<file path="src/rtl/core/lvps_pkg.sv">
// Shared types, constants and helpers for the local variance pixel selector.
package lvps_pkg;

  // Frame limits and register reset values
  localparam int MAX_WIDTH    = 2048;
  localparam int MAX_HEIGHT   = 2048;
  localparam int DIM_MIN      = 3;
  localparam int RESET_WIDTH  = 1136;
  localparam int RESET_HEIGHT = 852;

  // Configuration port
  localparam int CFG_W     = 12;
  localparam int CFG_IDX_W = 2;

  typedef enum logic [CFG_IDX_W-1:0] {
    REG_FRAME_WIDTH  = 2'd0,
    REG_FRAME_HEIGHT = 2'd1
  } cfg_reg_t;

  // Counter and dimension widths
  localparam int COL_W  = $clog2(MAX_WIDTH);
  localparam int ROW_W  = $clog2(MAX_HEIGHT);
  localparam int WDIM_W = (CFG_W > $clog2(MAX_WIDTH + 1)) ? CFG_W : $clog2(MAX_WIDTH + 1);
  localparam int HDIM_W = (CFG_W > $clog2(MAX_HEIGHT + 1)) ? CFG_W : $clog2(MAX_HEIGHT + 1);
  localparam int POS_W  = 11;

  // Statistic widths: column of 9 values, window of 27 values, score terms
  localparam int CSUM_W  = 12;
  localparam int CSQ_W   = 20;
  localparam int WSUM_W  = 13;
  localparam int WSQ_W   = 21;
  localparam int SSQ_W   = 26;
  localparam int Q9_W    = 24;
  localparam int SCORE_W = 27;
  localparam int WIN_N   = 3;

  // Queue between front and back
  localparam int QUEUE_DEPTH = 2;
  localparam int QPTR_W      = $clog2(QUEUE_DEPTH);
  localparam int QCNT_W      = $clog2(QUEUE_DEPTH + 1);

  typedef struct packed {
    logic [7:0] first_blue;
    logic [7:0] first_green;
    logic [7:0] first_red;
    logic [7:0] second_blue;
    logic [7:0] second_green;
    logic [7:0] second_red;
  } pixel_t;

  typedef struct packed {
    logic [7:0]       out_blue;
    logic [7:0]       out_green;
    logic [7:0]       out_red;
    logic             took_first;
    logic [POS_W-1:0] centre_row;
    logic [POS_W-1:0] centre_col;
  } result_t;

  typedef struct packed {
    logic [CSUM_W-1:0] sum;
    logic [CSQ_W-1:0]  sq;
  } img_stat_t;

  typedef struct packed {
    img_stat_t first;
    img_stat_t second;
  } col_stat_t;

  typedef struct packed {
    col_stat_t        stat;
    pixel_t           cand;
    logic             emit;
    logic [POS_W-1:0] centre_row;
    logic [POS_W-1:0] centre_col;
  } queue_entry_t;

  // Sum and sum of squares over nine channel values of one image column
  function automatic img_stat_t chan_stat(input logic [8:0][7:0] v);
    img_stat_t st;
    st = '0;
    for (int i = 0; i < 9; i++) begin
      st.sum = st.sum + CSUM_W'(v[i]);
      st.sq  = st.sq + CSQ_W'({8'b0, v[i]} * {8'b0, v[i]});
    end
    return st;
  endfunction

endpackage

</file>
<file path="src/rtl/core/lvps_queue.sv">
// Short queue that decouples the front part from the back part.
module lvps_queue (
  input  logic                   clk,
  input  logic                   rst,
  input  logic                   push,
  input  lvps_pkg::queue_entry_t push_entry,
  output logic                   full,
  input  logic                   pop,
  output logic                   not_empty,
  output lvps_pkg::queue_entry_t pop_entry
);
  import lvps_pkg::*;

  queue_entry_t      entries [QUEUE_DEPTH];
  logic [QPTR_W-1:0] wr_ptr;
  logic [QPTR_W-1:0] rd_ptr;
  logic [QCNT_W-1:0] count;

  assign full      = (count == QCNT_W'(QUEUE_DEPTH));
  assign not_empty = (count != '0);
  assign pop_entry = entries[rd_ptr];

  // Advance pointers and the fill count
  always_ff @(posedge clk) begin
    if (rst) begin
      wr_ptr <= '0;
      rd_ptr <= '0;
      count  <= '0;
    end else begin
      if (push) begin
        wr_ptr <= (wr_ptr == QPTR_W'(QUEUE_DEPTH - 1)) ? '0 : wr_ptr + QPTR_W'(1);
      end
      if (pop) begin
        rd_ptr <= (rd_ptr == QPTR_W'(QUEUE_DEPTH - 1)) ? '0 : rd_ptr + QPTR_W'(1);
      end
      if (push && !pop) begin
        count <= count + QCNT_W'(1);
      end else if (pop && !push) begin
        count <= count - QCNT_W'(1);
      end
    end
  end

  // Store the pushed item
  always_ff @(posedge clk) begin
    if (push) begin
      entries[wr_ptr] <= push_entry;
    end
  end

endmodule

</file>
<file path="config.mk">
export PLATFORM = sky130hd
export DESIGN_NAME = lvps_queue
export DESIGN_NICKNAME = d
export VERILOG_FILES = /design/src/rtl/core/lvps_pkg.sv /design/src/rtl/core/lvps_queue.sv
export SDC_FILE = /design/constraint.sdc
export NUM_CORES = 1
export LEC_CHECK = 0
export BUFFER_PORTS_ARGS = -buffer_cell sky130_fd_sc_hd__buf_2
export CAP_MARGIN = 20
export CORE_MARGIN = 3
export CORE_UTILIZATION = 40
export DETAILED_ROUTE_END_ITERATION = 12
export GPL_ROUTABILITY_DRIVEN = 0
export PLACE_DENSITY = 0.62
export SYNTH_ARGS = -nofsm -noshare
export SYNTH_HDL_FRONTEND = slang
export SYNTH_SLANG_ARGS = --single-unit
</file>
<file path="constraint.sdc">
create_clock -name clk -period 7.9 [get_ports clk]
set_input_delay 0.395 -clock clk [delete_from_list [all_inputs] [get_ports clk]]
set_output_delay 0.395 -clock clk [all_outputs]
set_load 0.02 [all_outputs]
</file>
==> results list <==
- After layout, the minimum clock period comes to approximately 2.8 ns.
* Placeable Area: between 0.02 and 0.025 mm^2
- Summed over all failing endpoints, the final setup total negative slack is 0 ns.
- Entering global routing, the biggest net connects 74 pins.
- The first routing iteration left approximately 300 violations.
* Routed wire length per instance: roughly 18 um
- In the final layout, the share of cells above drive strength 1 is between 60% and 70%.
* Clock buffers created by TritonCTS: 28
- Highest attainable clock frequency: about 360 MHz
- Final Hold Violating Endpoints: 0
- The clock passes through at most 3 buffers.
- Comb pwr share: between 10% and 20%
- Width of the chip: 165 um
- Post-detail-place hpwl: 13000 um
- The critical path in this run is classified as reg2out.
- Worst slew pin tran: 0.995 ns
- Pins over their slew limit: 0
- The worst hold path belongs to the class in2reg.
- Synthesis produced a netlist with a net count of approximately 580.
* Final standard cell utilization of the core: about half
* CTS root buffer: sky130_fd_sc_hd__clkbuf_16
- Data arrives at the worst endpoint at around 2.4 ns.
- In this run the post-CTS setup repair buffer count came out at 0.
- Synthesized instance count: between 400 and 500
* Ratio of final minimum period to clock period: a little over a third
* Area enclosed by the die boundary: about 0.027 mm^2
- Buffers inserted to repair hold after CTS numbered 0.
- The tool flagged a number of max-cap violations equal to 0.
* Leading cell types in the layout, fill and taps excluded: sky130_fd_sc_hd__buf_2 (275), sky130_fd_sc_hd__edfxtp_1 (270), sky130_fd_sc_hd__mux2_2 (85)
- Fill cell total of the finished layout: 2041
- Setup violations remaining at the end of the flow were counted as 0.
- The routed layout has 5058 vias.
* Hold depth: 1
* Switching power as a share of total power: between 20% and 30%
- For this run, the register share of the synthesized area comes to slightly above 80%.
- Number of nets with antenna violations after routing: 0
- Source-to-sink clock delay at the later pin of the worst-skew pair: roughly 0.52 ns
* Die extent in y: around 170 um
* Worst ir drop on vdd: ~0.14 mV
- After detailed routing, the number of vias per cell comes to roughly 4.7.
- Crit path required time: approximately 7.5 ns
* Pre-CTS setup slack: between 5 and 6 ns
- Status: completed
- Detailed-routing iteration count for the pre-antenna-repair pass: 4
* Total Power: between 3 and 4 mW
* Synth Area per Inst: between 20 and 25 um^2
- The synthesized netlist contains 17 unique library cells.
- Setup WS post-layout: between 5 and 6 ns
- Remaining global-route overflow: 0
- Unrepaired setup endpoints after global routing: no
- After synthesis the cells add up to roughly 0.01 mm^2.
* Net count reported at finish: between 800 and 900
- Share of the synthesized area in the top cell type: about 80%
* Crit path launch type: flip-flop
- Count of boundary I/O pins: between 200 and 300
- TritonCTS built the clock tree.
- Number of standard-cell rows in the floorplan: 57
- For this configuration, the core starts out at a cell density of about two fifths.
* Headroom to the max-slew limit: around a third
- In this run, the clock network consumes approximately 36% of the power.
* CTS H-Tree Depth: 1
- Internal portion of total power: approximately 2.6 mW
- First-pass GRT wire length: approximately 29000 um
- Cell type with the highest aggregate area in the netlist: sky130_fd_sc_hd__edfxtp_1
- Global routing used 13.5% of the available tracks.
* Share of power burned in registers: 51.6%
- Dividing total power by cell area gives a power density of approximately 260 mW/mm^2.
* Yosys synthesis warning count: 0
- Clock-pin slew was measured on the worst setup and hold paths at around 0.06 ns.
- Clock skew on the completed layout was measured at between 0.009 and 0.01 ns.
- Counting flops and latches in the post-synthesis netlist gives 275.
* Total of buffers placed on input and output ports: 275
* DRC errors left: 0
- In this run, post-CTS repair resized a total of 0 instances.
* Clock sink total: approximately 280
- The library cell used most frequently in the layout, excluding fill and tap cells, is sky130_fd_sc_hd__buf_2.
- For the worst flop-to-flop path, the logic depth is 2.
* Cell types with the largest area share after synthesis: sky130_fd_sc_hd__edfxtp_1 (80%), sky130_fd_sc_hd__mux2_2 (9.4%), sky130_fd_sc_hd__mux2_4 (7.4%), sky130_fd_sc_hd__dfxtp_1 (0.99%), sky130_fd_sc_hd__buf_6 (0.78%)
* Final wirelength: around 19000 um
* Net switching power: roughly 770 uW
- The initial antenna violation count is 3.
* Area growth from synthesis to layout: 25.3%
- Element type at the critical path end: output port
* Number of global-route vias before repair: 5364
* Top fanout value on the critical path: 56
* Lkg Pwr: between 4 and 5 nW
## stage by stage
stage | area, um^2 | hold WS (ns) | std cells
3_5_place_dp | 11900 | 0.529 | 1031
4_1_cts | 12700 | 0.0261 | 1083
2_1_floorplan | 10100 | 0.456 | 442
6_report | 12700 | 0.0587 | 1086
5_1_grt | 12700 | 0.0266 | 1085
3_3_place_gp | 11900 | 0.475 | 1031
## power groups by stage
stage | logic, mW | registers (mW) | clock network (mW)
after CTS | 0.431 | 1.73 | 1.24
after global routing | 0.455 | 1.74 | 1.31
final | 0.423 | 1.73 | 1.20
after global placement | 0.423 | 1.75 | 0
after detailed placement | 0.430 | 1.76 | 0
after floorplan | 0.284 | 1.76 | 0
## cell usage after synthesis, drive strengths merged
library cell,number
a21oi,1
o21ai,1
ha,1
nor2,4
edfxtp,270
or2,1
xnor2,2
inv,1
mux2,135
or3,1
xor2,2
dfxtp,5
buf,15
nor2b,2
and2,1
## kinds of logic (layout without fill, tap and decap cells)
| logic type | after synthesis | count (layout) | share of synthesized area [%] |
|---|---|---|---|
| muxes | 135 | 135 | 16.8 |
| AOI/OAI and AO/OA | 2 | 2 | 0.0986 |
| other | 0 | 3 | 0 |
| adders and majority gates | 1 | 1 | 0.123 |
| and+or+nand+nor | 9 | 9 | 0.457 |
| DFF | 275 | 275 | 80.9 |
| buffers and inverters | 16 | 333 | 1.21 |
| xor gates and xnor gates | 4 | 4 | 0.345 |
## registers in the layout, summed over array words and instances, names as in the netlist, named ones only
name     count
count        2
wr_ptr       1
entries    270
rd_ptr       1
## area by class of cell
class | instances | area, um^2 | area share, %
timing repair buffer | 280 | 1410 | 11.1
tap | 324 | 405 | 3.19
inverter | 1 | 3.75 | 0.0295
clock buffer | 35 | 748 | 5.89
sequential | 275 | 8210 | 64.6
antenna | 3 | 7.51 | 0.0591
clock inverter | 17 | 100 | 0.787
multi-input combinational | 151 | 1820 | 14.3
## worst max-delay path, stage by stage (launching register included)
cell	delay (ns)
sky130_fd_sc_hd__dfxtp_4	0.50
sky130_fd_sc_hd__buf_4	0.76
sky130_fd_sc_hd__mux2_2	0.42
sky130_fd_sc_hd__buf_2	0.17
## per-layer routing
metal  share of wire (%)  vias up  global-route usage (%)
met5               0.067        -                       0
met4                 2.0        2                    4.27
met3                 9.4       36                    3.87
met2                  47      201                    21.6
met1                  41     2463                    18.0
li1                    -     2356                       -
## final timing paths
kind	start	endpoint	slack, ns
worst min-delay path	push_entry[7]	entries[0][7]	0.06
worst min register to register	count[1]	count[1]	0.54
worst max register to register	wr_ptr	entries[1][41]	5.33
worst max-delay path	flip-flop	pop_entry[32]	5.09
No activity file was read; power rests on OpenSTA's default activity.
