`src/rtl/core/lvps_pkg.sv`:
```
// Shared types, constants and helpers for the local variance pixel selector.
package lvps_pkg;

  // Frame limits and register reset values
  localparam int MAX_WIDTH    = 2048;
  localparam int MAX_HEIGHT   = 2048;
  localparam int DIM_MIN      = 3;
  localparam int RESET_WIDTH  = 1136;
  localparam int RESET_HEIGHT = 852;

  // Configuration port
  localparam int CFG_W     = 12;
  localparam int CFG_IDX_W = 2;

  typedef enum logic [CFG_IDX_W-1:0] {
    REG_FRAME_WIDTH  = 2'd0,
    REG_FRAME_HEIGHT = 2'd1
  } cfg_reg_t;

  // Counter and dimension widths
  localparam int COL_W  = $clog2(MAX_WIDTH);
  localparam int ROW_W  = $clog2(MAX_HEIGHT);
  localparam int WDIM_W = (CFG_W > $clog2(MAX_WIDTH + 1)) ? CFG_W : $clog2(MAX_WIDTH + 1);
  localparam int HDIM_W = (CFG_W > $clog2(MAX_HEIGHT + 1)) ? CFG_W : $clog2(MAX_HEIGHT + 1);
  localparam int POS_W  = 11;

  // Statistic widths: column of 9 values, window of 27 values, score terms
  localparam int CSUM_W  = 12;
  localparam int CSQ_W   = 20;
  localparam int WSUM_W  = 13;
  localparam int WSQ_W   = 21;
  localparam int SSQ_W   = 26;
  localparam int Q9_W    = 24;
  localparam int SCORE_W = 27;
  localparam int WIN_N   = 3;

  // Queue between front and back
  localparam int QUEUE_DEPTH = 2;
  localparam int QPTR_W      = $clog2(QUEUE_DEPTH);
  localparam int QCNT_W      = $clog2(QUEUE_DEPTH + 1);

  typedef struct packed {
    logic [7:0] first_blue;
    logic [7:0] first_green;
    logic [7:0] first_red;
    logic [7:0] second_blue;
    logic [7:0] second_green;
    logic [7:0] second_red;
  } pixel_t;

  typedef struct packed {
    logic [7:0]       out_blue;
    logic [7:0]       out_green;
    logic [7:0]       out_red;
    logic             took_first;
    logic [POS_W-1:0] centre_row;
    logic [POS_W-1:0] centre_col;
  } result_t;

  typedef struct packed {
    logic [CSUM_W-1:0] sum;
    logic [CSQ_W-1:0]  sq;
  } img_stat_t;

  typedef struct packed {
    img_stat_t first;
    img_stat_t second;
  } col_stat_t;

  typedef struct packed {
    col_stat_t        stat;
    pixel_t           cand;
    logic             emit;
    logic [POS_W-1:0] centre_row;
    logic [POS_W-1:0] centre_col;
  } queue_entry_t;

  // Sum and sum of squares over nine channel values of one image column
  function automatic img_stat_t chan_stat(input logic [8:0][7:0] v);
    img_stat_t st;
    st = '0;
    for (int i = 0; i < 9; i++) begin
      st.sum = st.sum + CSUM_W'(v[i]);
      st.sq  = st.sq + CSQ_W'({8'b0, v[i]} * {8'b0, v[i]});
    end
    return st;
  endfunction

endpackage

```
`src/rtl/core/lvps_back.sv`:
```
// Back part: 3x3 window sums, variance scores, pick and result register.
module lvps_back (
  input  logic                   clk,
  input  logic                   rst,
  input  logic                   restart,
  input  logic                   pop_valid,
  input  lvps_pkg::queue_entry_t pop_entry,
  output logic                   pop,
  output logic                   result_valid,
  input  logic                   result_stall,
  output lvps_pkg::result_t      result
);
  import lvps_pkg::*;

  // Window of column statistics and the two centre candidates
  col_stat_t win [WIN_N];
  pixel_t    cand_old;
  pixel_t    cand_new;

  // Window stage
  logic             p1_valid;
  logic             p1_emit;
  logic [POS_W-1:0] p1_row;
  logic [POS_W-1:0] p1_col;
  logic [WSUM_W-1:0] sum_first;
  logic [WSUM_W-1:0] sum_second;
  logic [WSQ_W-1:0]  sq_first;
  logic [WSQ_W-1:0]  sq_second;

  // Product stage
  logic              p2_valid;
  logic [SSQ_W-1:0]  p2_ssq_first;
  logic [SSQ_W-1:0]  p2_ssq_second;
  logic [Q9_W-1:0]   p2_q9_first;
  logic [Q9_W-1:0]   p2_q9_second;
  pixel_t            p2_pix;
  logic [POS_W-1:0]  p2_row;
  logic [POS_W-1:0]  p2_col;

  logic                out_free;
  logic                p2_free;
  logic                p1_free;
  logic                p1_move;
  logic [SCORE_W-1:0]  lhs;
  logic [SCORE_W-1:0]  rhs;
  logic                pick_first;

  assign out_free = !result_valid || !result_stall;
  assign p2_free  = !p2_valid || out_free;
  assign p1_free  = !p1_valid || !p1_emit || p2_free;
  assign p1_move  = p1_valid && p1_emit && p2_free;
  assign pop      = pop_valid && p1_free;

  // Shift the window and candidates on every item
  always_ff @(posedge clk) begin
    if (rst || restart) begin
      for (int i = 0; i < WIN_N; i++) begin
        win[i] <= '0;
      end
      cand_old <= '0;
      cand_new <= '0;
    end else if (pop) begin
      for (int i = 0; i < WIN_N - 1; i++) begin
        win[i] <= win[i+1];
      end
      win[WIN_N-1] <= pop_entry.stat;
      cand_old     <= cand_new;
      cand_new     <= pop_entry.cand;
    end
  end

  always_ff @(posedge clk) begin
    if (rst) begin
      p1_valid <= 1'b0;
    end else if (pop) begin
      p1_valid <= 1'b1;
    end else if (p1_free) begin
      p1_valid <= 1'b0;
    end
  end

  always_ff @(posedge clk) begin
    if (pop) begin
      p1_emit <= pop_entry.emit;
      p1_row  <= pop_entry.centre_row;
      p1_col  <= pop_entry.centre_col;
    end
  end

  // Add the three column statistics per image
  always_comb begin
    sum_first  = '0;
    sum_second = '0;
    sq_first   = '0;
    sq_second  = '0;
    for (int i = 0; i < WIN_N; i++) begin
      sum_first  = sum_first + WSUM_W'(win[i].first.sum);
      sum_second = sum_second + WSUM_W'(win[i].second.sum);
      sq_first   = sq_first + WSQ_W'(win[i].first.sq);
      sq_second  = sq_second + WSQ_W'(win[i].second.sq);
    end
  end

  // Square the sums and scale the squares by nine
  always_ff @(posedge clk) begin
    if (rst) begin
      p2_valid <= 1'b0;
    end else if (p1_move) begin
      p2_valid <= 1'b1;
    end else if (out_free) begin
      p2_valid <= 1'b0;
    end
  end

  always_ff @(posedge clk) begin
    if (p1_move) begin
      p2_ssq_first  <= SSQ_W'(sum_first) * SSQ_W'(sum_first);
      p2_ssq_second <= SSQ_W'(sum_second) * SSQ_W'(sum_second);
      p2_q9_first   <= Q9_W'({sq_first, 3'b000}) + Q9_W'(sq_first);
      p2_q9_second  <= Q9_W'({sq_second, 3'b000}) + Q9_W'(sq_second);
      p2_pix        <= cand_old;
      p2_row        <= p1_row;
      p2_col        <= p1_col;
    end
  end

  // Compare 9Q - S^2 across images with both squares moved to the other side
  assign lhs        = SCORE_W'(p2_q9_first) + SCORE_W'(p2_ssq_second);
  assign rhs        = SCORE_W'(p2_q9_second) + SCORE_W'(p2_ssq_first);
  assign pick_first = (lhs >= rhs);

  // Result register
  always_ff @(posedge clk) begin
    if (rst) begin
      result_valid <= 1'b0;
    end else if (out_free) begin
      result_valid <= p2_valid;
    end
  end

  always_ff @(posedge clk) begin
    if (out_free && p2_valid) begin
      result.out_blue   <= pick_first ? p2_pix.first_blue  : p2_pix.second_blue;
      result.out_green  <= pick_first ? p2_pix.first_green : p2_pix.second_green;
      result.out_red    <= pick_first ? p2_pix.first_red   : p2_pix.second_red;
      result.took_first <= pick_first;
      result.centre_row <= p2_row;
      result.centre_col <= p2_col;
    end
  end

endmodule

```
`config.mk`:
```
export PLATFORM = sky130hd
export DESIGN_NAME = lvps_back
export DESIGN_NICKNAME = d
export VERILOG_FILES = /design/src/rtl/core/lvps_pkg.sv /design/src/rtl/core/lvps_back.sv
export SDC_FILE = /design/constraint.sdc
export NUM_CORES = 1
export LEC_CHECK = 0
export BUFFER_PORTS_ARGS = -buffer_cell sky130_fd_sc_hd__buf_2
export CAP_MARGIN = 20
export CORE_ASPECT_RATIO = 1.75
export CORE_MARGIN = 2
export CORE_UTILIZATION = 39
export DETAILED_ROUTE_END_ITERATION = 8
export GPL_TIMING_DRIVEN = 1
export PLACE_DENSITY = 0.65
export SYNTH_ARGS = -nofsm -noshare
export SYNTH_HDL_FRONTEND = slang
export SYNTH_SLANG_ARGS = --single-unit
```
`constraint.sdc`:
```
create_clock -name clk -period 10.5 [get_ports clk]
set_input_delay 2.1 -clock clk [delete_from_list [all_inputs] [get_ports clk]]
set_output_delay 2.1 -clock clk [all_outputs]
set_load 0.005 [all_outputs]
```
==> results of run 1 <==
-- power groups by stage --
stage	clock (mW)	sequential [mW]	combinational (mW)
floorplan	0	2.75	4.29
global placement	0	2.79	5.53
detailed placement	0	2.79	5.60
CTS	1.72	2.75	5.63
global route	1.79	2.76	6.41
finish	1.68	2.74	5.52
-- sequential cells by signal, summed over array words and instances (netlist names) --
register	count
win	192
cand_new	48
cand_old	48
p2_pix	48
result	47
p2_ssq_first	25
p2_ssq_second	25
p2_q9_first	24
p2_q9_second	24
p1_col	11
p1_row	11
p2_col	11
p2_row	11
p1_emit	1
p1_valid	1
p2_valid	1
result_valid	1
-- per-stage QoR --
step	worst slack (ps)	cells	instance area, um^2
floorplan	545	2950	34800
global placement	2400	4260	37100
detailed placement	2270	4260	37100
CTS	2190	4342	38600
global route	1580	4342	38600
finish	2180	4342	38600
-- layout make-up --
| type | count | share of cell area |
|---|---|---|
| clock buffers | 64 | 0.0341 |
| clock inverters | 18 | 0.00457 |
| inverters | 362 | 0.0354 |
| multi-input cells | 1992 | 0.474 |
| flip-flops and latches | 529 | 0.385 |
| well taps | 1168 | 0.0378 |
| repair buffers | 209 | 0.0291 |
-- cells in the mapped netlist, types with 9 or more instances --
master      n
o21ai_0    63
a21o_1     70
a22o_1     97
nand2b_1   18
o21bai_1   20
o21ai_1    11
nor2b_1    20
clkbuf_1   60
and3_1      9
nor2_1    139
nand3_1    37
a21oi_1   121
edfxtp_1  430
nor3_1     34
fa_1      261
dfxtp_1    99
a211oi_1   20
a31oi_1    11
xor2_1     58
nor4_1     11
o21a_1     27
nand4_1    13
ha_1      301
nand2_1   159
mux2_2     27
xnor2_1   123
and2_1    219
inv_1     359
-- worst paths after layout --
check / from / endpoint / slack (ps) / cells past startpoint
setup reg to reg: win[0][53] / p2_ssq_first[25] / 2180 / 31
setup / recovery: win[0][53] / p2_ssq_first[25] / 2180 / 31
hold / removal: cand_old[34] / p2_pix[34] / 410 / 0
hold reg to reg: cand_old[34] / p2_pix[34] / 410 / 0
-- logic make-up after synthesis --
family                   synth area share
multiplexers                      0.00874
XOR/XNOR                           0.0473
buffers and inverters              0.0465
flip-flops                          0.428
AND/OR/NAND/NOR                     0.101
adder cells (fa/ha/maj)             0.258
AO/OA/AOI/OAI                       0.109
other                            0.000108
-- per-layer routing --
layer  GRT usage  vias to the layer above  share of wire
met4      0.0576                        4          0.036
li1            -                    10600              -
met3      0.0243                      134          0.043
met2       0.296                      420           0.54
met1       0.170                    10500           0.38
met5           0                        -        0.00032
-- worst max-delay path: cells and delay by family (launching register included) --
family	cells	cell delay [ps]
compound gates	12	2230
xor+xnor	3	710
fa+ha+maj	9	3850
buf+inv	5	530
flops	1	400
simple gates	2	300
==> run_results.csv, run 1 <==
group,metric,value,unit
run_status,status,"complete, no violations",
cts,cts_sinks,529,
yosys,ys_seq_area_frac,0.428,
detailed_routing,drc_errors,0,
yosys,synth-edff-count,430,
sta,final_hold_viol_count,0,
detailed_routing,drtPass1Iterations,5,
cts,htree_num_levels,2,
cts,clkLatencyLatePin,600,ps
final_layout,fin_nets,3841,
grt,grt_pass1_wl,115000,um
detailed_routing,viasPerCell,4.99,
pwr,pwr-share-seq,0.276,
cts,hold_buffers,0,
floorplanning,die_x,230,um
min_path,hold_class,"flop to flop",
yosys,synth.distinct_cells,81,
cts,clock_path_buffers,3,
final_layout,fin_util,0.438,
worst_setup_path,crit_arrival,8620,ps
grt,grt_pass1_vias,23000,
yosys,ys_ff_latch,529,
yosys,synth_nets,3652,
sta,period_share,0.792,
detailed_routing,num_vias,21700,
grt,track_usage,0.155,
run,max-cap-violations,0,
sta,worstMarginPinSlew,1050,ps
worst_setup_path,cp-start-kind,"flop",
floorplanning,design.core.area,88300,um^2
floorplanning,dieHeight,399,um
detailed_routing,drt-initial-drc-count,1026,
pwr,clock_power_share,0.169,
pwr,power_density,257,nW/um^2
worst_setup_path,cp_common_cell,"fa_1",
sta,final-max-slew-violation-count,0,
cts,cts.repair.resized,0,
pwr,combPwrFrac,0.556,
floorplanning,pin_count,189,
floorplanning,dieArea,91700,um^2
grt,grt_max_degree,239,
cts,root_buffer,"clkbuf_16",
final_layout,areaGrowthSynthToFinish,11.1,%
final_layout,final_cell_mix,"edfxtp_1, inv_1, ha_1",
grt,antenna_found_initial,4,
yosys,synth.avg_cell_area,11.8,um^2
cts,post-cts-setup-buffers,0,
floorplanning,start_util,0.394,
pwr,p_sw_frac,0.405,
final_layout,multi_input_area,18300,um^2
yosys,synthDominantCellAreaShare,0.371,
worst_setup_path,cpPeakStageDelay,540,ps
detailed_routing,postRouteAntennaNets,0,
yosys,synth.area.top_cells,"edfxtp_1, fa_1, ha_1, dfxtp_1, and2_1",
sta,fin_crit,8320,ps
pwr,p_int,5.91,mW
worst_setup_path,slowest_stage,"fa_1",
grt,grt-ovfl-total,0,
yosys,synth_flop_cell,"edfxtp_1",
sta,tns,0,ps
cts,cts_tree,"done",
yosys,yosysTopAreaCell,"edfxtp_1",
place,dp_hpwl,54000,um
final_layout,seqCellArea,14900,um^2
pwr,ir_drop,0.288,mV
final_layout,final_layout_size_suffix_gt1_frac,0.114,
final_layout,diodes,0,
pwr,total_leakage_power,17.5,nW
place,port_buffers,188,
pwr,p_sw,4.03,mW
cts,numCtsBuffers,45,
sta,setup_viol,0,
worst_setup_path,path_class,"flop to flop",
yosys,async_flop_share,0,
worst_setup_path,cp_data_required_time,10810,ps
final_layout,final_common_cell,"edfxtp_1",
worst_setup_path,cp_max_fo,7,
sta,rsz0062_at_grt,"no",
yosys,syn_inst,2950,
yosys,yosys_warnings,0,
sta,slew_headroom,0.297,
worst_setup_path,cp-end-kind,"flop",
detailed_routing,wirelength,69300,um
pwr,finalPower,9.94,mW
yosys,syn_area,34800,um^2
final_layout,fill_cells,8333,
floorplanning,rows,144,
sta,hold_ws,409,ps
place,gp_congestion,0.877,
sta,fmax,120,MHz
cts,clk_pin_slew_worst_paths,70,ps
detailed_routing,wl_per_cell,16.0,um
sta,fin_skew,36.2,ps
Note: power is estimated with default switching activity, not from simulation.
==> inputs of run 2 (changes only) <==
Settings changed: ABC_AREA set to 1.
Clock period 10.5 ns to 6.7 ns, I/O delays scaled along.
==> run_results.csv, run 2 <==
group,metric,value,unit
yosys,yosys-top-cells-count,"inv_1, nand2_1, nor2_1",
sta,period_share,0.981,
grt,track_usage,0.179,
worst_setup_path,worst-path-buf-inv,7,
detailed_routing,wl_per_cell,15.6,um
worst_setup_path,cp-start-kind,"flop",
worst_setup_path,cpPeakStageDelay,610,ps
min_path,hold_class,"flop to flop",
final_layout,final_cell_mix,"inv_1, nand2_1, edfxtp_1",
final_layout,final_layout_size_suffix_gt1_frac,0.153,
yosys,synth_flop_cell,"edfxtp_1",
final_layout,fin_cells,5603,
grt,grt_pass1_wl,140000,um
cts,clk_pin_slew_worst_paths,70,ps
worst_setup_path,critPathTopFamily,"adder cells",
cts,cts_sinks,529,
floorplanning,pin_count,189,
detailed_routing,wirelength,87200,um
cts,numCtsBuffers,50,
yosys,synth.distinct_cells,45,
cts,clock_path_buffers,3,
yosys,synth_top_family_by_area,"adder cells",
grt,grt_max_degree,148,
final_layout,final_area,43400,um^2
yosys,synthDominantCellAreaShare,0.348,
sta,fmax,152,MHz
detailed_routing,drtPass1Iterations,7,
floorplanning,dieArea,97800,um^2
floorplanning,die_x,237,um
yosys,synth-edff-count,430,
sta,final-max-slew-violation-count,0,
worst_setup_path,cp_data_required_time,7040,ps
place,dp.cells,5476,
worst_setup_path,path_class,"flop to flop",
place,port_buffers,188,
yosys,synth.area.top_cells,"edfxtp_1, fa_1, ha_1, inv_1, nand2_1",
yosys,ys_seq_area_frac,0.401,
yosys,syn_inst,4005,
pwr,total_leakage_power,20.1,nW
detailed_routing,postRouteAntennaNets,0,
worst_setup_path,cp_max_fo,6,
grt,grt_pass1_vias,28500,
worst_setup_path,rrSetupSlack,130,ps
pwr,finalPower,18.6,mW
place,preCtsSetupSlack,-143,ps
cts,root_buffer,"clkbuf_16",
place,dp_hpwl,69000,um
final_layout,largest-register,"win",
worst_setup_path,slowest_stage,"fa_2",
yosys,async_flop_share,0,
cts,hold_buffers,0,
final_layout,fill_cells,9025,
yosys,synth_most_common_cell,"inv_1",
yosys,synth.avg_cell_area,9.28,um^2
yosys,synth_nets,4707,
yosys,yosys.area_share.simple,0.150,
floorplanning,rows,149,
worst_setup_path,r2r_start,"win[0][181]",
worst_setup_path,cp.depth,26,
detailed_routing,viasPerCell,4.87,
cts,htree_num_levels,2,
detailed_routing,num_vias,27300,
floorplanning,start_util,0.394,
final_layout,fin_nets,5056,
place,gp_congestion,0.936,
yosys,yosysTopAreaCell,"edfxtp_1",
detailed_routing,drc_errors,0,
min_path,min_to,"p2_pix[31]",
worst_setup_path,r2r_end,"p2_ssq_first[16]",
yosys,yosys_warnings,0,
sta,final_hold_viol_count,0,
yosys,synth_mux_area_frac,0,
final_layout,final_common_cell,"inv_1",
worst_setup_path,rr_worst_depth,26,
sta,rsz0062_at_grt,"yes",
run,max-cap-violations,0,
place,post_dp_cell_area,40400,um^2
yosys,syn_area,37200,um^2
pwr,power_density,429,nW/um^2
yosys,synthAdderAreaFrac,0.242,
cts,cts_tree,"done",
final_layout,largest_register_ffs,192,
sta,fin_ws,128,ps
floorplanning,dieHeight,412,um
cts,clkLatencyLatePin,630,ps
grt,antenna_found_initial,3,
final_layout,fin_util,0.460,
sta,slew_headroom,0.279,
worst_setup_path,cp-end-kind,"flop",
final_layout,multi_input_area,19800,um^2
worst_setup_path,crit_arrival,6910,ps
sta,worstMarginPinSlew,1080,ps
yosys,ys_ff_latch,529,
pwr,ir_drop,0.373,mV
yosys,synth_xor_area_frac,0.0418,
detailed_routing,drt-initial-drc-count,1219,
sta,setup_viol,0,
yosys,synth_compound_area_frac,0.0738,
min_path,worst_hold_path.num_cells,0,
min_path,hp-start,"cand_old[31]",
sta,fin_crit,6570,ps
sta,fin_skew,50.0,ps
run_status,status,"complete, no violations",
final_layout,areaGrowthSynthToFinish,16.8,%
final_layout,seqCellArea,14900,um^2
grt,grt-ovfl-total,0,
floorplanning,design.core.area,94300,um^2
run 2: cell families after synthesis:
| kind of cell | after synthesis |
|---|---|
| fa+ha+maj | 562 |
| buf+inv | 898 |
| other cells | 1 |
| compound gates | 499 |
| flops | 529 |
| simple gates | 1347 |
| xor+xnor | 169 |
run 2: repair_timing:
| item | in CTS | in global routing |
|---|---|---|
| pin swaps | 3 | 100 |
| buffers inserted | 6 | 30 |
| endpoints found under the setup margin | 28 | 33 |
| gates cloned | 0 | 0 |
| gates resized for setup | 30 | 221 |
run 2: report_power, final:
group	leakage (nW)	switching (mW)	internal [mW]	total (mW)
clock	0.838	1.31	1.67	2.98
combinational	14.0	6.66	4.76	11.4
sequential	5.23	0.119	4.08	4.20
run 2: worst max-delay path by stage:
stage / start / endpoint / slack [ps]
2_1_floorplan: win[0][21] / p2_ssq_second[20] / 120
3_3_place_gp: win[0][59] / p2_ssq_first[25] / -80
3_5_place_dp: win[0][53] / p2_ssq_first[19] / -140
4_1_cts: win[0][53] / p2_ssq_first[25] / 1
5_1_grt: win[0][181] / p2_ssq_first[25] / -140
6_report: win[0][181] / p2_ssq_first[16] / 130
run 2: layout make-up:
class | count | area share
Multi-Input combinational cell | 2578 | 0.457
Sequential cell | 529 | 0.343
Inverter | 837 | 0.0727
Timing Repair Buffer | 358 | 0.0523
Tap cell | 1208 | 0.0348
Clock buffer | 60 | 0.0314
Clock inverter | 31 | 0.00811
Antenna cell | 2 | 0.000115
run 2: layer usage:
layer | routed length (um) | vias to the layer above | track usage
met4 | 4700 | 4 | 0.0886
met1 | 30900 | 12900 | 0.176
li1 | - | 13600 | -
met3 | 3320 | 233 | 0.0259
met5 | 24 | - | 0
met2 | 48300 | 565 | 0.359
run 2: metrics by stage:
| stage | hold WS (ps) | setup TNS [ps] |
|---|---|---|
| finish | 407 | 0 |
| global route | 424 | -824 |
| CTS | 410 | 0 |
| detailed placement | 405 | -2070 |
| global placement | 400 | -479 |
| floorplan | 400 | 0 |
==> inputs of run 3 (changes only) <==
Settings changed: CTS_BUF_LIST set to sky130_fd_sc_hd__clkbuf_8.
==> run_results.csv, run 3 (synthesized netlist as in run 2, its figures left out) <==
group,metric,value,unit
detailed_routing,drt-initial-drc-count,1192,
sta,final_hold_viol_count,0,
final_layout,largest_register_ffs,192,
sta,period_share,0.973,
floorplanning,rows,149,
worst_setup_path,cp-start-kind,"flop",
min_path,hold_class,"flop to flop",
floorplanning,die_x,237,um
floorplanning,design.core.area,94300,um^2
place,gp_congestion,0.936,
grt,antenna_found_initial,4,
pwr,total_leakage_power,20.2,nW
cts,numCtsBuffers,80,
worst_setup_path,cp_data_required_time,7260,ps
detailed_routing,drtPass1Iterations,6,
final_layout,final_layout_size_suffix_gt1_frac,0.159,
cts,htree_num_levels,3,
place,port_buffers,188,
run,max-cap-violations,0,
grt,grt-ovfl-total,0,
detailed_routing,postRouteAntennaNets,0,
pwr,ir_drop,0.392,mV
sta,worstMarginPinSlew,1070,ps
sta,fmax,153,MHz
floorplanning,start_util,0.394,
cts,clock_path_buffers,3,
detailed_routing,wirelength,87800,um
sta,fin_crit,6520,ps
place,dp_hpwl,69000,um
sta,rsz0062_at_grt,"yes",
worst_setup_path,rrSetupSlack,180,ps
cts,cts_tree,"done",
cts,clk_pin_slew_worst_paths,70,ps
final_layout,largest-register,"win",
worst_setup_path,crit_arrival,7080,ps
floorplanning,pin_count,189,
grt,grt_pass1_vias,28800,
detailed_routing,wl_per_cell,15.5,um
detailed_routing,viasPerCell,4.85,
grt,grt_max_degree,148,
worst_setup_path,path_class,"flop to flop",
cts,cts_sinks,529,
final_layout,final_common_cell,"inv_1",
worst_setup_path,cp_max_fo,6,
floorplanning,dieArea,97800,um^2
floorplanning,dieHeight,412,um
grt,grt_pass1_wl,141000,um
sta,fin_ws,180,ps
pwr,finalPower,18.5,mW
detailed_routing,num_vias,27400,
run_status,status,"complete, no violations",
pwr,power_density,426,nW/um^2
cts,hold_buffers,0,
place,preCtsSetupSlack,-143,ps
final_layout,final_cell_mix,"inv_1, nand2_1, edfxtp_1",
grt,track_usage,0.181,
cts,clkLatencyLatePin,760,ps
detailed_routing,drc_errors,0,
final_layout,fin_nets,5085,
sta,final-max-slew-violation-count,0,
worst_setup_path,cp-end-kind,"flop",
sta,setup_viol,0,
final_layout,areaGrowthSynthToFinish,16.9,%
sta,fin_skew,39.4,ps
sta,slew_headroom,0.290,
cts,root_buffer,"clkbuf_8",
-- run 3: changes by cell type in the layout (fill, tap and decap cells not counted), moves of 6 or more --
cell	before	now
clkbuf_8	1	84
clkbuf_16	53	0
inv_1	800	824
clkinv_1	5	14
nor2_2	29	21
clkbuf_1	6	0
-- run 3: area by class of cell --
cell class,instances,area [um^2]
Antenna cell,2,5.00
Clock buffer,84,1160
Clock inverter,64,503
Fill cell,9053,50900
Inverter,837,3160
Multi-Input combinational cell,2578,19900
Sequential cell,529,14900
Tap cell,1208,1510
Timing Repair Buffer,357,2270
-- run 3: final timing paths --
path / startpoint / end / depth (start not counted)
worst min-delay path: p2_row[1] / result[12] / 0
worst max register to register: win[0][153] / p2_ssq_second[13] / 26
worst max-delay path: win[0][153] / p2_ssq_second[13] / 26
worst min register to register: p2_row[1] / result[12] / 0
-- run 3: where the power goes --
part / internal, mW / leakage, nW / switching (mW)
sequential: 4.08 / 5.23 / 0.121
clock: 1.43 / 0.934 / 1.32
combinational: 4.80 / 14.1 / 6.75
total: 10.3 / 20.2 / 8.20
-- run 3: per-stage QoR --
step	setup TNS [ps]	utilization	cell area, um^2	hold slack (ps)	cells
finish	0	0.460	43400	407	5659
global route	-670	0.460	43400	416	5659
CTS	0	0.448	42200	411	5630
detailed placement	-2070	0.429	40400	405	5476
global placement	-479	0.429	40400	400	5476
floorplan	0	-	37200	400	4005
-- run 3: metal layers --
metal	vias up	global-route usage	part of all wire
li1	13700	-	-
met1	12900	0.173	0.35
met2	589	0.360	0.55
met3	238	0.0306	0.040
met4	4	0.102	0.053
met5	-	0	0.00034
-- run 3: timing repair --
item | 4_1_cts | 5_1_grt
resized for setup | 27 | 252
buffers inserted | 6 | 28
pin swaps | 3 | 100
endpoints found under the setup margin | 29 | 34
-- run 3: critical path, stage by stage (launching register included) --
cell        delay [ps]
edfxtp_1           430
fa_1               550
ha_4               330
nand2_4             70
o21ai_4            150
a21oi_2             60
buf_4              130
or2_2              290
nand2_4            130
clkinvlp_4         180
nor2_4             150
inv_1               60
fa_1               470
inv_1               50
fa_1               510
fa_1               520
inv_1               50
fa_1               470
fa_1               540
inv_2               50
ha_4               270
buf_4              120
nand2_1             60
nor2_2             150
a21oi_2             80
o21ai_1            180
xor2_1             260
